### config.mk
export PLATFORM = sky130hd
export DESIGN_NAME = trackball_motion_to_report
export DESIGN_NICKNAME = d
export VERILOG_FILES = /design/src/tmr_pkg.sv /design/src/trackball_motion_to_report.sv /design/src/tmr_acc.sv /design/src/tmr_pass.sv
export SDC_FILE = /design/constraint.sdc
export NUM_CORES = 1
export LEC_CHECK = 0
export ABC_AREA = 0
export BUFFER_PORTS_ARGS = -buffer_cell sky130_fd_sc_hd__buf_2
export CAP_MARGIN = 20
export CORE_MARGIN = 1.5
export CORE_UTILIZATION = 30
export CTS_BUF_LIST = sky130_fd_sc_hd__clkbuf_16
export DETAILED_ROUTE_END_ITERATION = 8
export GPL_TIMING_DRIVEN = 0
export PLACE_DENSITY = 0.44
export SETUP_SLACK_MARGIN = 0.05
export SLEW_MARGIN = 0
export SYNTH_ARGS = -nofsm -noshare
export SYNTH_HDL_FRONTEND = slang
export SYNTH_SLANG_ARGS = --single-unit
export TNS_END_PERCENT = 10
### constraint.sdc
create_clock -name clk_i -period 23.9 [get_ports clk_i]
set_input_delay 3.585 -clock clk_i [delete_from_list [all_inputs] [get_ports clk_i]]
set_output_delay 3.585 -clock clk_i [all_outputs]
set_load 0.05 [all_outputs]
### src/tmr_pkg.sv
`default_nettype none

package tmr_pkg;

  // op codes carried in tuser
  localparam logic [1:0] OpLocal  = 2'd0;
  localparam logic [1:0] OpRemote = 2'd1;
  localparam logic [1:0] OpReport = 2'd2;

  // configuration register indexes
  localparam logic [2:0] RegBallOnThisSide = 3'd0;
  localparam logic [2:0] RegThisSideIsLeft = 3'd1;
  localparam logic [2:0] RegScrollShift    = 3'd2;
  localparam logic [2:0] RegSnapMode       = 3'd3;
  localparam logic [2:0] RegAxisLayout     = 3'd4;

  // snap codes
  localparam logic [1:0] SnapFree     = 2'd0;
  localparam logic [1:0] SnapVertOnly = 2'd1;
  localparam logic [1:0] SnapHorzOnly = 2'd2;

  localparam logic [2:0] MaxScrollShift = 3'd7;
  localparam logic signed [15:0] ClipPos = 16'sd127;
  localparam logic signed [15:0] ClipNeg = -16'sd127;

  typedef struct packed {
    logic       ball_on_this_side;
    logic       this_side_is_left;
    logic [2:0] scroll_shift;
    logic [1:0] snap_mode;
    logic       axis_layout;
  } cfg_t;

  typedef struct packed {
    logic signed [15:0] x;
    logic signed [15:0] y;
  } acc_pair_t;

  typedef struct packed {
    logic              move_wr;
    logic signed [7:0] mx;
    logic signed [7:0] my;
    logic signed [7:0] wh;
    logic signed [7:0] wv;
  } pass_out_t;

  function automatic logic signed [7:0] clip127(input logic signed [15:0] v);
    logic signed [15:0] c;
    if (v > ClipPos) begin
      c = ClipPos;
    end else if (v < ClipNeg) begin
      c = ClipNeg;
    end else begin
      c = v;
    end
    return c[7:0];
  endfunction

endpackage

`default_nettype wire

### src/trackball_motion_to_report.sv
`default_nettype none

// Trackball motion to mouse report. Transactions with tuser OpLocal/OpRemote add
// their deltas into the local or remote saturating accumulators and give no
// output; a report transaction converts both pairs (local first, remote second,
// remote overwriting shared fields) into one output transaction. One input
// transaction is taken every cycle while no report stalls; each passes an input
// register and combinational shift/clip/add logic, and a report is then loaded into
// the output register. A report stalls in the input register only while the
// output register still holds an untaken report.
module trackball_motion_to_report (
  input  wire logic        clk_i,
  input  wire logic        rst_ni,
  input  wire logic        s_axis_tvalid,
  output      logic        s_axis_tready,
  // [15:0] delta_x, [31:16] delta_y, [32] scroll_on, [39:33] zero
  input  wire logic [39:0] s_axis_tdata,
  // [1:0] op
  input  wire logic [1:0]  s_axis_tuser,
  output      logic        m_axis_tvalid,
  input  wire logic        m_axis_tready,
  // [7:0] move_x, [15:8] move_y, [23:16] wheel_h, [31:24] wheel_v
  output      logic [31:0] m_axis_tdata,
  input  wire logic        cfg_we_i,
  input  wire logic [2:0]  cfg_idx_i,
  input  wire logic [2:0]  cfg_wdata_i
);

  tmr_pkg::cfg_t      cfg_q;
  logic               stg_valid_q;
  logic [1:0]         stg_op_q;
  logic signed [15:0] stg_dx_q, stg_dy_q;
  logic               stg_scroll_q;
  logic               stg_adv;
  logic               in_acc;
  logic               out_valid_q;
  logic [31:0]        out_data_q, out_data_d;

  tmr_pkg::acc_pair_t local_acc, remote_acc;
  tmr_pkg::acc_pair_t local_nxt, remote_nxt;
  tmr_pkg::pass_out_t local_res, remote_res;
  logic [7:0]         mx, my, wh, wv;

  always_ff @(posedge clk_i or negedge rst_ni) begin
    if (!rst_ni) begin
      cfg_q.ball_on_this_side <= 1'b1;
      cfg_q.this_side_is_left <= 1'b0;
      cfg_q.scroll_shift      <= 3'd4;
      cfg_q.snap_mode         <= tmr_pkg::SnapFree;
      cfg_q.axis_layout       <= 1'b0;
    end else if (cfg_we_i) begin
      unique case (cfg_idx_i)
        tmr_pkg::RegBallOnThisSide: cfg_q.ball_on_this_side <= cfg_wdata_i[0];
        tmr_pkg::RegThisSideIsLeft: cfg_q.this_side_is_left <= cfg_wdata_i[0];
        tmr_pkg::RegScrollShift:    cfg_q.scroll_shift      <= cfg_wdata_i;
        tmr_pkg::RegSnapMode:       cfg_q.snap_mode         <= cfg_wdata_i[1:0];
        tmr_pkg::RegAxisLayout:     cfg_q.axis_layout       <= cfg_wdata_i[0];
        default: ;
      endcase
    end
  end

  // a report may not overwrite an untaken one
  assign stg_adv = stg_valid_q &&
                   !(stg_op_q == tmr_pkg::OpReport && out_valid_q && !m_axis_tready);
  assign s_axis_tready = !stg_valid_q || stg_adv;
  assign in_acc        = s_axis_tvalid && s_axis_tready;

  always_ff @(posedge clk_i or negedge rst_ni) begin
    if (!rst_ni) begin
      stg_valid_q <= 1'b0;
    end else if (s_axis_tready) begin
      stg_valid_q <= s_axis_tvalid;
    end
  end

  always_ff @(posedge clk_i) begin
    if (in_acc) begin
      stg_op_q     <= s_axis_tuser;
      stg_dx_q     <= s_axis_tdata[15:0];
      stg_dy_q     <= s_axis_tdata[31:16];
      stg_scroll_q <= s_axis_tdata[32];
    end
  end

  tmr_acc u_acc (
    .clk_i        (clk_i),
    .rst_ni       (rst_ni),
    .upd_i        (stg_adv),
    .op_i         (stg_op_q),
    .dx_i         (stg_dx_q),
    .dy_i         (stg_dy_q),
    .local_nxt_i  (local_nxt),
    .remote_nxt_i (remote_nxt),
    .local_o      (local_acc),
    .remote_o     (remote_acc)
  );

  tmr_pass u_local_pass (
    .cfg_i     (cfg_q),
    .left_i    (cfg_q.this_side_is_left),
    .scroll_i  (stg_scroll_q),
    .acc_i     (local_acc),
    .acc_nxt_o (local_nxt),
    .res_o     (local_res)
  );

  tmr_pass u_remote_pass (
    .cfg_i     (cfg_q),
    .left_i    (!cfg_q.this_side_is_left),
    .scroll_i  (stg_scroll_q ^ cfg_q.ball_on_this_side),
    .acc_i     (remote_acc),
    .acc_nxt_o (remote_nxt),
    .res_o     (remote_res)
  );

  // remote pass wins on the fields both passes write
  always_comb begin
    mx = '0;
    my = '0;
    wh = '0;
    wv = '0;
    if (local_res.move_wr) begin
      mx = local_res.mx;
      my = local_res.my;
    end else begin
      wh = local_res.wh;
      wv = local_res.wv;
    end
    if (remote_res.move_wr) begin
      mx = remote_res.mx;
      my = remote_res.my;
    end else begin
      wh = remote_res.wh;
      wv = remote_res.wv;
    end
    out_data_d = {wv, wh, my, mx};
  end

  always_ff @(posedge clk_i or negedge rst_ni) begin
    if (!rst_ni) begin
      out_valid_q <= 1'b0;
    end else if (stg_adv && stg_op_q == tmr_pkg::OpReport) begin
      out_valid_q <= 1'b1;
    end else if (m_axis_tready) begin
      out_valid_q <= 1'b0;
    end
  end

  always_ff @(posedge clk_i) begin
    if (stg_adv && stg_op_q == tmr_pkg::OpReport) begin
      out_data_q <= out_data_d;
    end
  end

  assign m_axis_tvalid = out_valid_q;
  assign m_axis_tdata  = out_data_q;

endmodule

`default_nettype wire

### src/tmr_acc.sv
`default_nettype none

// the four motion accumulators with saturating add; a report loads the leftover values
module tmr_acc (
  input  wire logic               clk_i,
  input  wire logic               rst_ni,
  input  wire logic               upd_i,
  input  wire logic [1:0]         op_i,
  input  wire logic signed [15:0] dx_i,
  input  wire logic signed [15:0] dy_i,
  input  wire tmr_pkg::acc_pair_t local_nxt_i,
  input  wire tmr_pkg::acc_pair_t remote_nxt_i,
  output tmr_pkg::acc_pair_t      local_o,
  output tmr_pkg::acc_pair_t      remote_o
);

  tmr_pkg::acc_pair_t local_q, local_d;
  tmr_pkg::acc_pair_t remote_q, remote_d;
  tmr_pkg::acc_pair_t sel_acc;
  tmr_pkg::acc_pair_t sum;
  logic signed [16:0] sum_x, sum_y;

  function automatic logic signed [15:0] sat16(input logic signed [16:0] v);
    logic signed [15:0] r;
    if (v > 17'sd32767) begin
      r = 16'sh7fff;
    end else if (v < -17'sd32768) begin
      r = 16'sh8000;
    end else begin
      r = v[15:0];
    end
    return r;
  endfunction

  always_comb begin
    sel_acc = (op_i == tmr_pkg::OpLocal) ? local_q : remote_q;
    sum_x   = {sel_acc.x[15], sel_acc.x} + {dx_i[15], dx_i};
    sum_y   = {sel_acc.y[15], sel_acc.y} + {dy_i[15], dy_i};
    sum.x   = sat16(sum_x);
    sum.y   = sat16(sum_y);
  end

  always_comb begin
    local_d  = local_q;
    remote_d = remote_q;
    if (upd_i) begin
      unique case (op_i)
        tmr_pkg::OpLocal:  local_d  = sum;
        tmr_pkg::OpRemote: remote_d = sum;
        tmr_pkg::OpReport: begin
          local_d  = local_nxt_i;
          remote_d = remote_nxt_i;
        end
        default: ;
      endcase
    end
  end

  always_ff @(posedge clk_i or negedge rst_ni) begin
    if (!rst_ni) begin
      local_q  <= '0;
      remote_q <= '0;
    end else begin
      local_q  <= local_d;
      remote_q <= remote_d;
    end
  end

  assign local_o  = local_q;
  assign remote_o = remote_q;

endmodule

`default_nettype wire

### src/tmr_pass.sv
`default_nettype none

// converts one accumulator pair into report fields and its leftover value
module tmr_pass (
  input  wire tmr_pkg::cfg_t      cfg_i,
  input  wire logic               left_i,
  input  wire logic               scroll_i,
  input  wire tmr_pkg::acc_pair_t acc_i,
  output tmr_pkg::acc_pair_t      acc_nxt_o,
  output tmr_pkg::pass_out_t      res_o
);

  logic [2:0]         sh;
  logic [2:0]         k;
  logic [15:0]        mask;
  logic signed [16:0] bias_x, bias_y;
  logic signed [16:0] shr_x, shr_y;
  logic signed [15:0] qx, qy;
  logic signed [15:0] rx, ry;
  logic signed [7:0]  cx, cy, cqx, cqy;
  logic signed [7:0]  wh, wv;

  always_comb begin
    if (cfg_i.scroll_shift == 3'd0) begin
      sh = 3'd1;
    end else if (cfg_i.scroll_shift > tmr_pkg::MaxScrollShift) begin
      sh = tmr_pkg::MaxScrollShift;
    end else begin
      sh = cfg_i.scroll_shift;
    end
    k    = sh - 3'd1;
    mask = (16'd1 << k) - 16'd1;

    // negative values get a bias so the shift truncates toward zero
    bias_x = {acc_i.x[15], acc_i.x} + (acc_i.x[15] ? $signed({1'b0, mask}) : 17'sd0);
    bias_y = {acc_i.y[15], acc_i.y} + (acc_i.y[15] ? $signed({1'b0, mask}) : 17'sd0);
    shr_x  = bias_x >>> k;
    shr_y  = bias_y >>> k;
    qx     = shr_x[15:0];
    qy     = shr_y[15:0];
    rx     = acc_i.x - (qx <<< k);
    ry     = acc_i.y - (qy <<< k);

    cx  = tmr_pkg::clip127(acc_i.x);
    cy  = tmr_pkg::clip127(acc_i.y);
    cqx = tmr_pkg::clip127(qx);
    cqy = tmr_pkg::clip127(qy);

    res_o = '0;
    res_o.move_wr = !scroll_i;
    if (cfg_i.axis_layout) begin
      res_o.mx = cx;
      res_o.my = -cy;
      wh       = cqx;
      wv       = cqy;
    end else begin
      res_o.mx = left_i ? -cy : cy;
      res_o.my = left_i ? -cx : cx;
      wh       = left_i ? -cqy : cqy;
      wv       = left_i ? cqx : -cqx;
    end
    unique case (cfg_i.snap_mode)
      tmr_pkg::SnapVertOnly: wh = '0;
      tmr_pkg::SnapHorzOnly: wv = '0;
      default: ;
    endcase
    res_o.wh = wh;
    res_o.wv = wv;

    if (scroll_i) begin
      acc_nxt_o.x = rx;
      acc_nxt_o.y = ry;
    end else begin
      acc_nxt_o = '0;
    end
  end

endmodule

`default_nettype wire

==> results.ini, run 1 <==
[status]
status = finished, final reports clean

[grt]
grt_max_degree = 63
grt_pass1_vias = 23600
grtUsageTotal_pct = 30.8
antenna_found_initial = 1
grt_overflow = 0
grt_pass1_wl_um = 166000

[cells_and_area]
multiInputGateArea_um2 = 16500
finalInstanceArea_um2 = 23900
layout_commonest_cell = nor2_1
fillerInstances = 7642
syn_to_final_growth_pct = 10.9
mostFrequentLayoutCells = nor2_1, a21oi_1, nand2_1, o21ai_0, ha_1
register_area_um2 = 3870
num-nets-final = 3270
drive_gt1_share_pct = 8.49

[critical_path]
worstPathRequired_ns = 24.29
cpPeakStageDelay_ns = 0.85
cp-end-kind = register
worstSetupPathType = register to register
path_common_cell = clkbuf_1
critical_path.startpoint_type = register
slowest_stage = o32ai_2
path_max_fanout = 12
arrival_ns = 16.19

[synthesis]
ys_seq_elements = 141
synthFlopType = dfrtp_1
netlist_instances = 2914
synth-edff-count = 67
mappedNetlistArea_um2 = 21500
async_flop_share_pct = 52.5
syn_area_per_cell_um2 = 7.38
synth_warnings = 0
synthDistinctLibCells = 106
ys_seq_area_share_pct = 18.0

[timing]
setup_tns_ns = 0
relSlewSlack_pct = 17.1
skew_ns = 0.0129
slew_violations = 0
worst_pin_slew_ns = 1.24
finalCritPeriodShare_pct = 66.1
setup_viol = 0
hold_viol_final = 0
fmax_mhz = 63.3
period_minus_slack_ns = 15.80
rsz0062_at_grt = false

[routing]
routed_wl_um = 116000
vias = 24900
drc = 0
ant_nets = 0
avgRoutedWirePerCell_um = 28.9
drt-initial-drc-count = 2734
drtPass1Iterations = 8
post_drt_via_cell_ratio = 6.22

[die]
num_rows = 98
initial_core_util_pct = 30.2
die_w_um = 271
die_area_um2 = 73300
core_um2 = 71200
io_pins = 87
die_h_um = 271

[clocking]
cts_buffer_depth = 2
cts_made_buffers = 17
clockRootBuffer = clkbuf_16
cts-resized-gates = 0
htree_num_levels = 4
clk_latency_ns = 0.50
clk_pin_slew_worst_paths_ns = 0.08
cts_tree = done
cts.sinks = 141
postCtsSetupBuffers = 0
postCtsHoldBufs = 0

[placement]
place_hpwl_um = 94400
numPortBuffers = 79
dpl-instance-area_um2 = 23300
globalplace.congestion = 1.00

[run]
maxCapViolations = 0

[worst_hold_path]
hp-class = register to register

-- cell families after synthesis --
family	count (synthesis)	share of synthesized area, %
AOI/OAI and AO/OA	1076	33.6
xor gates and xnor gates	115	4.77
adders and majority gates	180	10.8
buffers and inverters	295	5.41
DFF	141	18.0
muxes	86	4.82
other	1	0.0174
and+or+nand+nor	1020	22.6
-- sequential cells by signal, indices dropped and copies added (netlist names) --
name            flops
u_acc.remote_o     32
u_acc.local_o      32
stg_valid_q         1
stg_dy_q           16
stg_op_q            2
cfg_q               8
m_axis_tvalid       1
m_axis_tdata       32
stg_dx_q           16
stg_scroll_q        1
-- metal layers --
layer	vias up	global-route usage, %	wire length, um
li1	11300	-	-
met2	1241	49.6	52100
met3	247	3.55	7110
met4	0	12.6	4970
met1	12100	41.6	51500
met5	-	0	0
-- worst max-delay path, delay by kind of cell (launching register included) --
kind / cells / cell delay (ns)
buffers and inverters: 15 / 7.18
AOI/OAI and AO/OA: 20 / 4.83
adders and majority gates: 4 / 1.23
xor gates and xnor gates: 2 / 0.98
and+or+nand+nor: 5 / 0.86
DFF: 1 / 0.52
-- metrics by stage --
step	hold slack (ns)	std cells	setup slack (ns)	utilization, %
2_1_floorplan	0.481	2926	14.21	-
3_3_place_gp	0.519	3955	7.82	32.5
3_5_place_dp	0.506	3965	8.56	32.7
4_1_cts	0.544	3997	8.46	33.5
5_1_grt	0.567	4000	7.54	33.5
6_report	0.541	4001	8.10	33.5
-- final cells by class --
| type | count | area share (%) |
|---|---|---|
| sequential | 141 | 16.2 |
| timing repair buffer | 92 | 2.18 |
| buffer | 180 | 3.07 |
| tap | 950 | 4.98 |
| antenna | 1 | 0.0105 |
| clock buffer | 17 | 1.78 |
| inverter | 115 | 1.81 |
| clock inverter | 15 | 0.629 |
| multi-input combinational | 2490 | 69.3 |
-- synthesized netlist by cell type, drive strengths merged, types with 17 or more instances --
master | n | area (um2)
a211o | 18 | 166
a211oi | 75 | 568
a21o | 65 | 488
a21oi | 277 | 1390
a221oi | 18 | 158
a22oi | 23 | 173
a31oi | 70 | 444
and2 | 41 | 257
and3 | 25 | 156
buf | 45 | 226
clkbuf | 135 | 507
dfrtp | 72 | 1800
edfxtp | 67 | 2010
ha | 170 | 2130
inv | 112 | 420
mux2 | 41 | 462
mux2i | 35 | 350
nand2 | 264 | 991
nand2b | 26 | 163
nand3 | 84 | 420
nand4 | 22 | 138
nor2 | 309 | 1160
nor2b | 27 | 169
nor3 | 94 | 470
nor4 | 30 | 206
o211ai | 43 | 323
o21a | 31 | 234
o21ai | 195 | 976
o21bai | 17 | 139
o22ai | 17 | 106
o31ai | 36 | 270
or3 | 36 | 230
xnor2 | 72 | 649
xor2 | 43 | 377
-- final timing paths --
| path | slack [ns] | from | to | cells after the start |
|---|---|---|---|---|
| max | 8.10 | cfg_q[5]$_DFFE_PN1P_ | u_acc.remote_o[31]$_DFFE_PN0P_ | 46 |
| max reg2reg | 8.10 | cfg_q[5]$_DFFE_PN1P_ | u_acc.remote_o[31]$_DFFE_PN0P_ | 46 |
| min reg2reg | 0.54 | cfg_q[2]$_DFFE_PN0P_ | cfg_q[2]$_DFFE_PN0P_ | 1 |
| min in group asynchronous | 2.95 | rst_ni | cfg_q[6]$_DFFE_PN0P_ | 1 |
| min | 0.54 | cfg_q[2]$_DFFE_PN0P_ | cfg_q[2]$_DFFE_PN0P_ | 1 |
| max in group asynchronous | 20.28 | rst_ni | u_acc.remote_o[23]$_DFFE_PN0P_ | 2 |
Power of run 1 is left out: the tool's default activity adds up to more than one toggle a clock period on the data nets, which glitch-free logic cannot reach.
==> run 2, diff against run 1 <==
PLACE_DENSITY = 0.45   (was 0.44)
clock period = 14.3 ns   (was 23.9 ns; I/O delays follow)
==> results.ini, run 2 (same netlist as run 1, synthesis figures left out) <==
[status]
status = finished, final reports clean

[clocking]
clk_pin_slew_worst_paths_ns = 0.07  ; about the same
cts_buffer_depth = 2  ; unchanged
clk_latency_ns = 0.50  ; about the same
cts_tree = done
clockRootBuffer = clkbuf_16
postCtsHoldBufs = 0  ; unchanged
cts_made_buffers = 17  ; unchanged
htree_num_levels = 4  ; unchanged
cts.sinks = 141  ; unchanged

[routing]
drtPass1Iterations = 6  ; -2
routed_wl_um = 117000  ; +1.6%
vias = 24900  ; -0.064%
drt-initial-drc-count = 2453  ; -10%
post_drt_via_cell_ratio = 6.21  ; -0.11%
ant_nets = 0  ; unchanged
avgRoutedWirePerCell_um = 29.3  ; +1.5%
drc = 0  ; unchanged

[timing]
skew_ns = 0.0141  ; +0.00120 ns
period_minus_slack_ns = 13.78  ; -2.02 ns
setup_tns_ns = 0  ; unchanged
worst_pin_slew_ns = 1.22  ; -0.0217 ns
finalCritPeriodShare_pct = 96.4  ; +30 points
hold_viol_final = 0  ; unchanged
fmax_mhz = 72.6  ; +15%
setup_viol = 0  ; unchanged
relSlewSlack_pct = 18.3  ; +1.1 points
slew_violations = 0  ; unchanged
rsz0062_at_grt = false

[critical_path]
cp-end-kind = register
path_common_cell = buf_2
crit_buf_inv = 15  ; unchanged
path_max_fanout = 12  ; unchanged
worstSetupPathType = register to register
critical-path-top-delay-family = buffers and inverters
slowest_stage = o41ai_1
arrival_ns = 14.13  ; -2.06 ns
worstPathRequired_ns = 14.64  ; -9.65 ns
critical_path.startpoint_type = register
cpPeakStageDelay_ns = 0.78  ; -0.07 ns

[cells_and_area]
syn_to_final_growth_pct = 11.2
num-nets-final = 3271  ; +0.031%
layout_commonest_cell = nor2_1
drive_gt1_share_pct = 8.88  ; +0.39 points
fin_cells = 4003  ; +0.050%
mostFrequentLayoutCells = nor2_1, a21oi_1, nand2_1, o21ai_0, ha_1

[placement]
numPortBuffers = 79  ; unchanged
globalplace.congestion = 0.995  ; -0.80%
place_hpwl_um = 95700  ; +1.4%
placed_cells = 3970  ; +0.13%

[die]
core_um2 = 71200  ; unchanged
die_w_um = 271  ; unchanged
initial_core_util_pct = 30.2  ; unchanged
die_h_um = 271  ; unchanged
die_area_um2 = 73300  ; unchanged
num_rows = 98  ; unchanged
io_pins = 87  ; unchanged

[grt]
grtUsageTotal_pct = 31.3  ; +0.46 points
grt_pass1_wl_um = 167000  ; +0.79%
grt_overflow = 0  ; unchanged
grt_max_degree = 53  ; -16%
antenna_found_initial = 2  ; +1
grt_pass1_vias = 23600  ; +0.12%

[run]
maxCapViolations = 0  ; unchanged

[worst_hold_path]
hp-class = register to register

==> run 2: layout make-up <==
class                   instances  area, um2
clock buffers                  17        425
repair buffers                 95        552
fillers                      7659      47300
diodes                          2       5.00
clock inverters                15        145
plain buffers                 178        741
well taps                     950       1190
flip-flops and latches        141       3870
multi-input cells            2490      16600
inverters                     115        432
==> run 2: repair_timing <==
item | in CTS | in global routing
setup buffers | 0 | 1
gates resized for setup | 7 | 6
pin swaps | 0 | 1
endpoints found under the setup margin | 62 | 13
==> run 2: through the flow <==
step	area (um2)	hold slack [ns]	setup slack (ns)	util, %
after floorplan	21600	0.481	4.61	-
after global placement	23100	0.512	-1.93	32.5
after detailed placement	23300	0.510	-1.77	32.7
after CTS	23900	0.543	0.213	33.5
after global routing	23900	0.555	0.234	33.6
final	23900	0.535	0.518	33.6
==> run 2: worst paths after layout <==
check | from | end | slack [ns] | depth (start not counted)
worst min register to register | cfg_q[3]$_DFFE_PN0P_ | cfg_q[3]$_DFFE_PN0P_ | 0.54 | 1
max in group asynchronous | rst_ni | u_acc.local_o[23]$_DFFE_PN0P_ | 12.03 | 2
worst min-delay path | cfg_q[3]$_DFFE_PN0P_ | cfg_q[3]$_DFFE_PN0P_ | 0.54 | 1
worst max register to register | cfg_q[5]$_DFFE_PN1P_ | u_acc.remote_o[15]$_DFFE_PN0P_ | 0.52 | 46
min in group asynchronous | rst_ni | cfg_q[6]$_DFFE_PN0P_ | 1.58 | 1
worst max-delay path | cfg_q[5]$_DFFE_PN1P_ | u_acc.remote_o[15]$_DFFE_PN0P_ | 0.52 | 46
==> run 2: per-layer routing <==
layer  share of wire, %  GRT usage [%]
met3                7.0           4.64
met4                4.6           14.3
met5                  0              0
met1                 43           41.2
met2                 45           50.2
Power of run 2 is left out for the same reason.
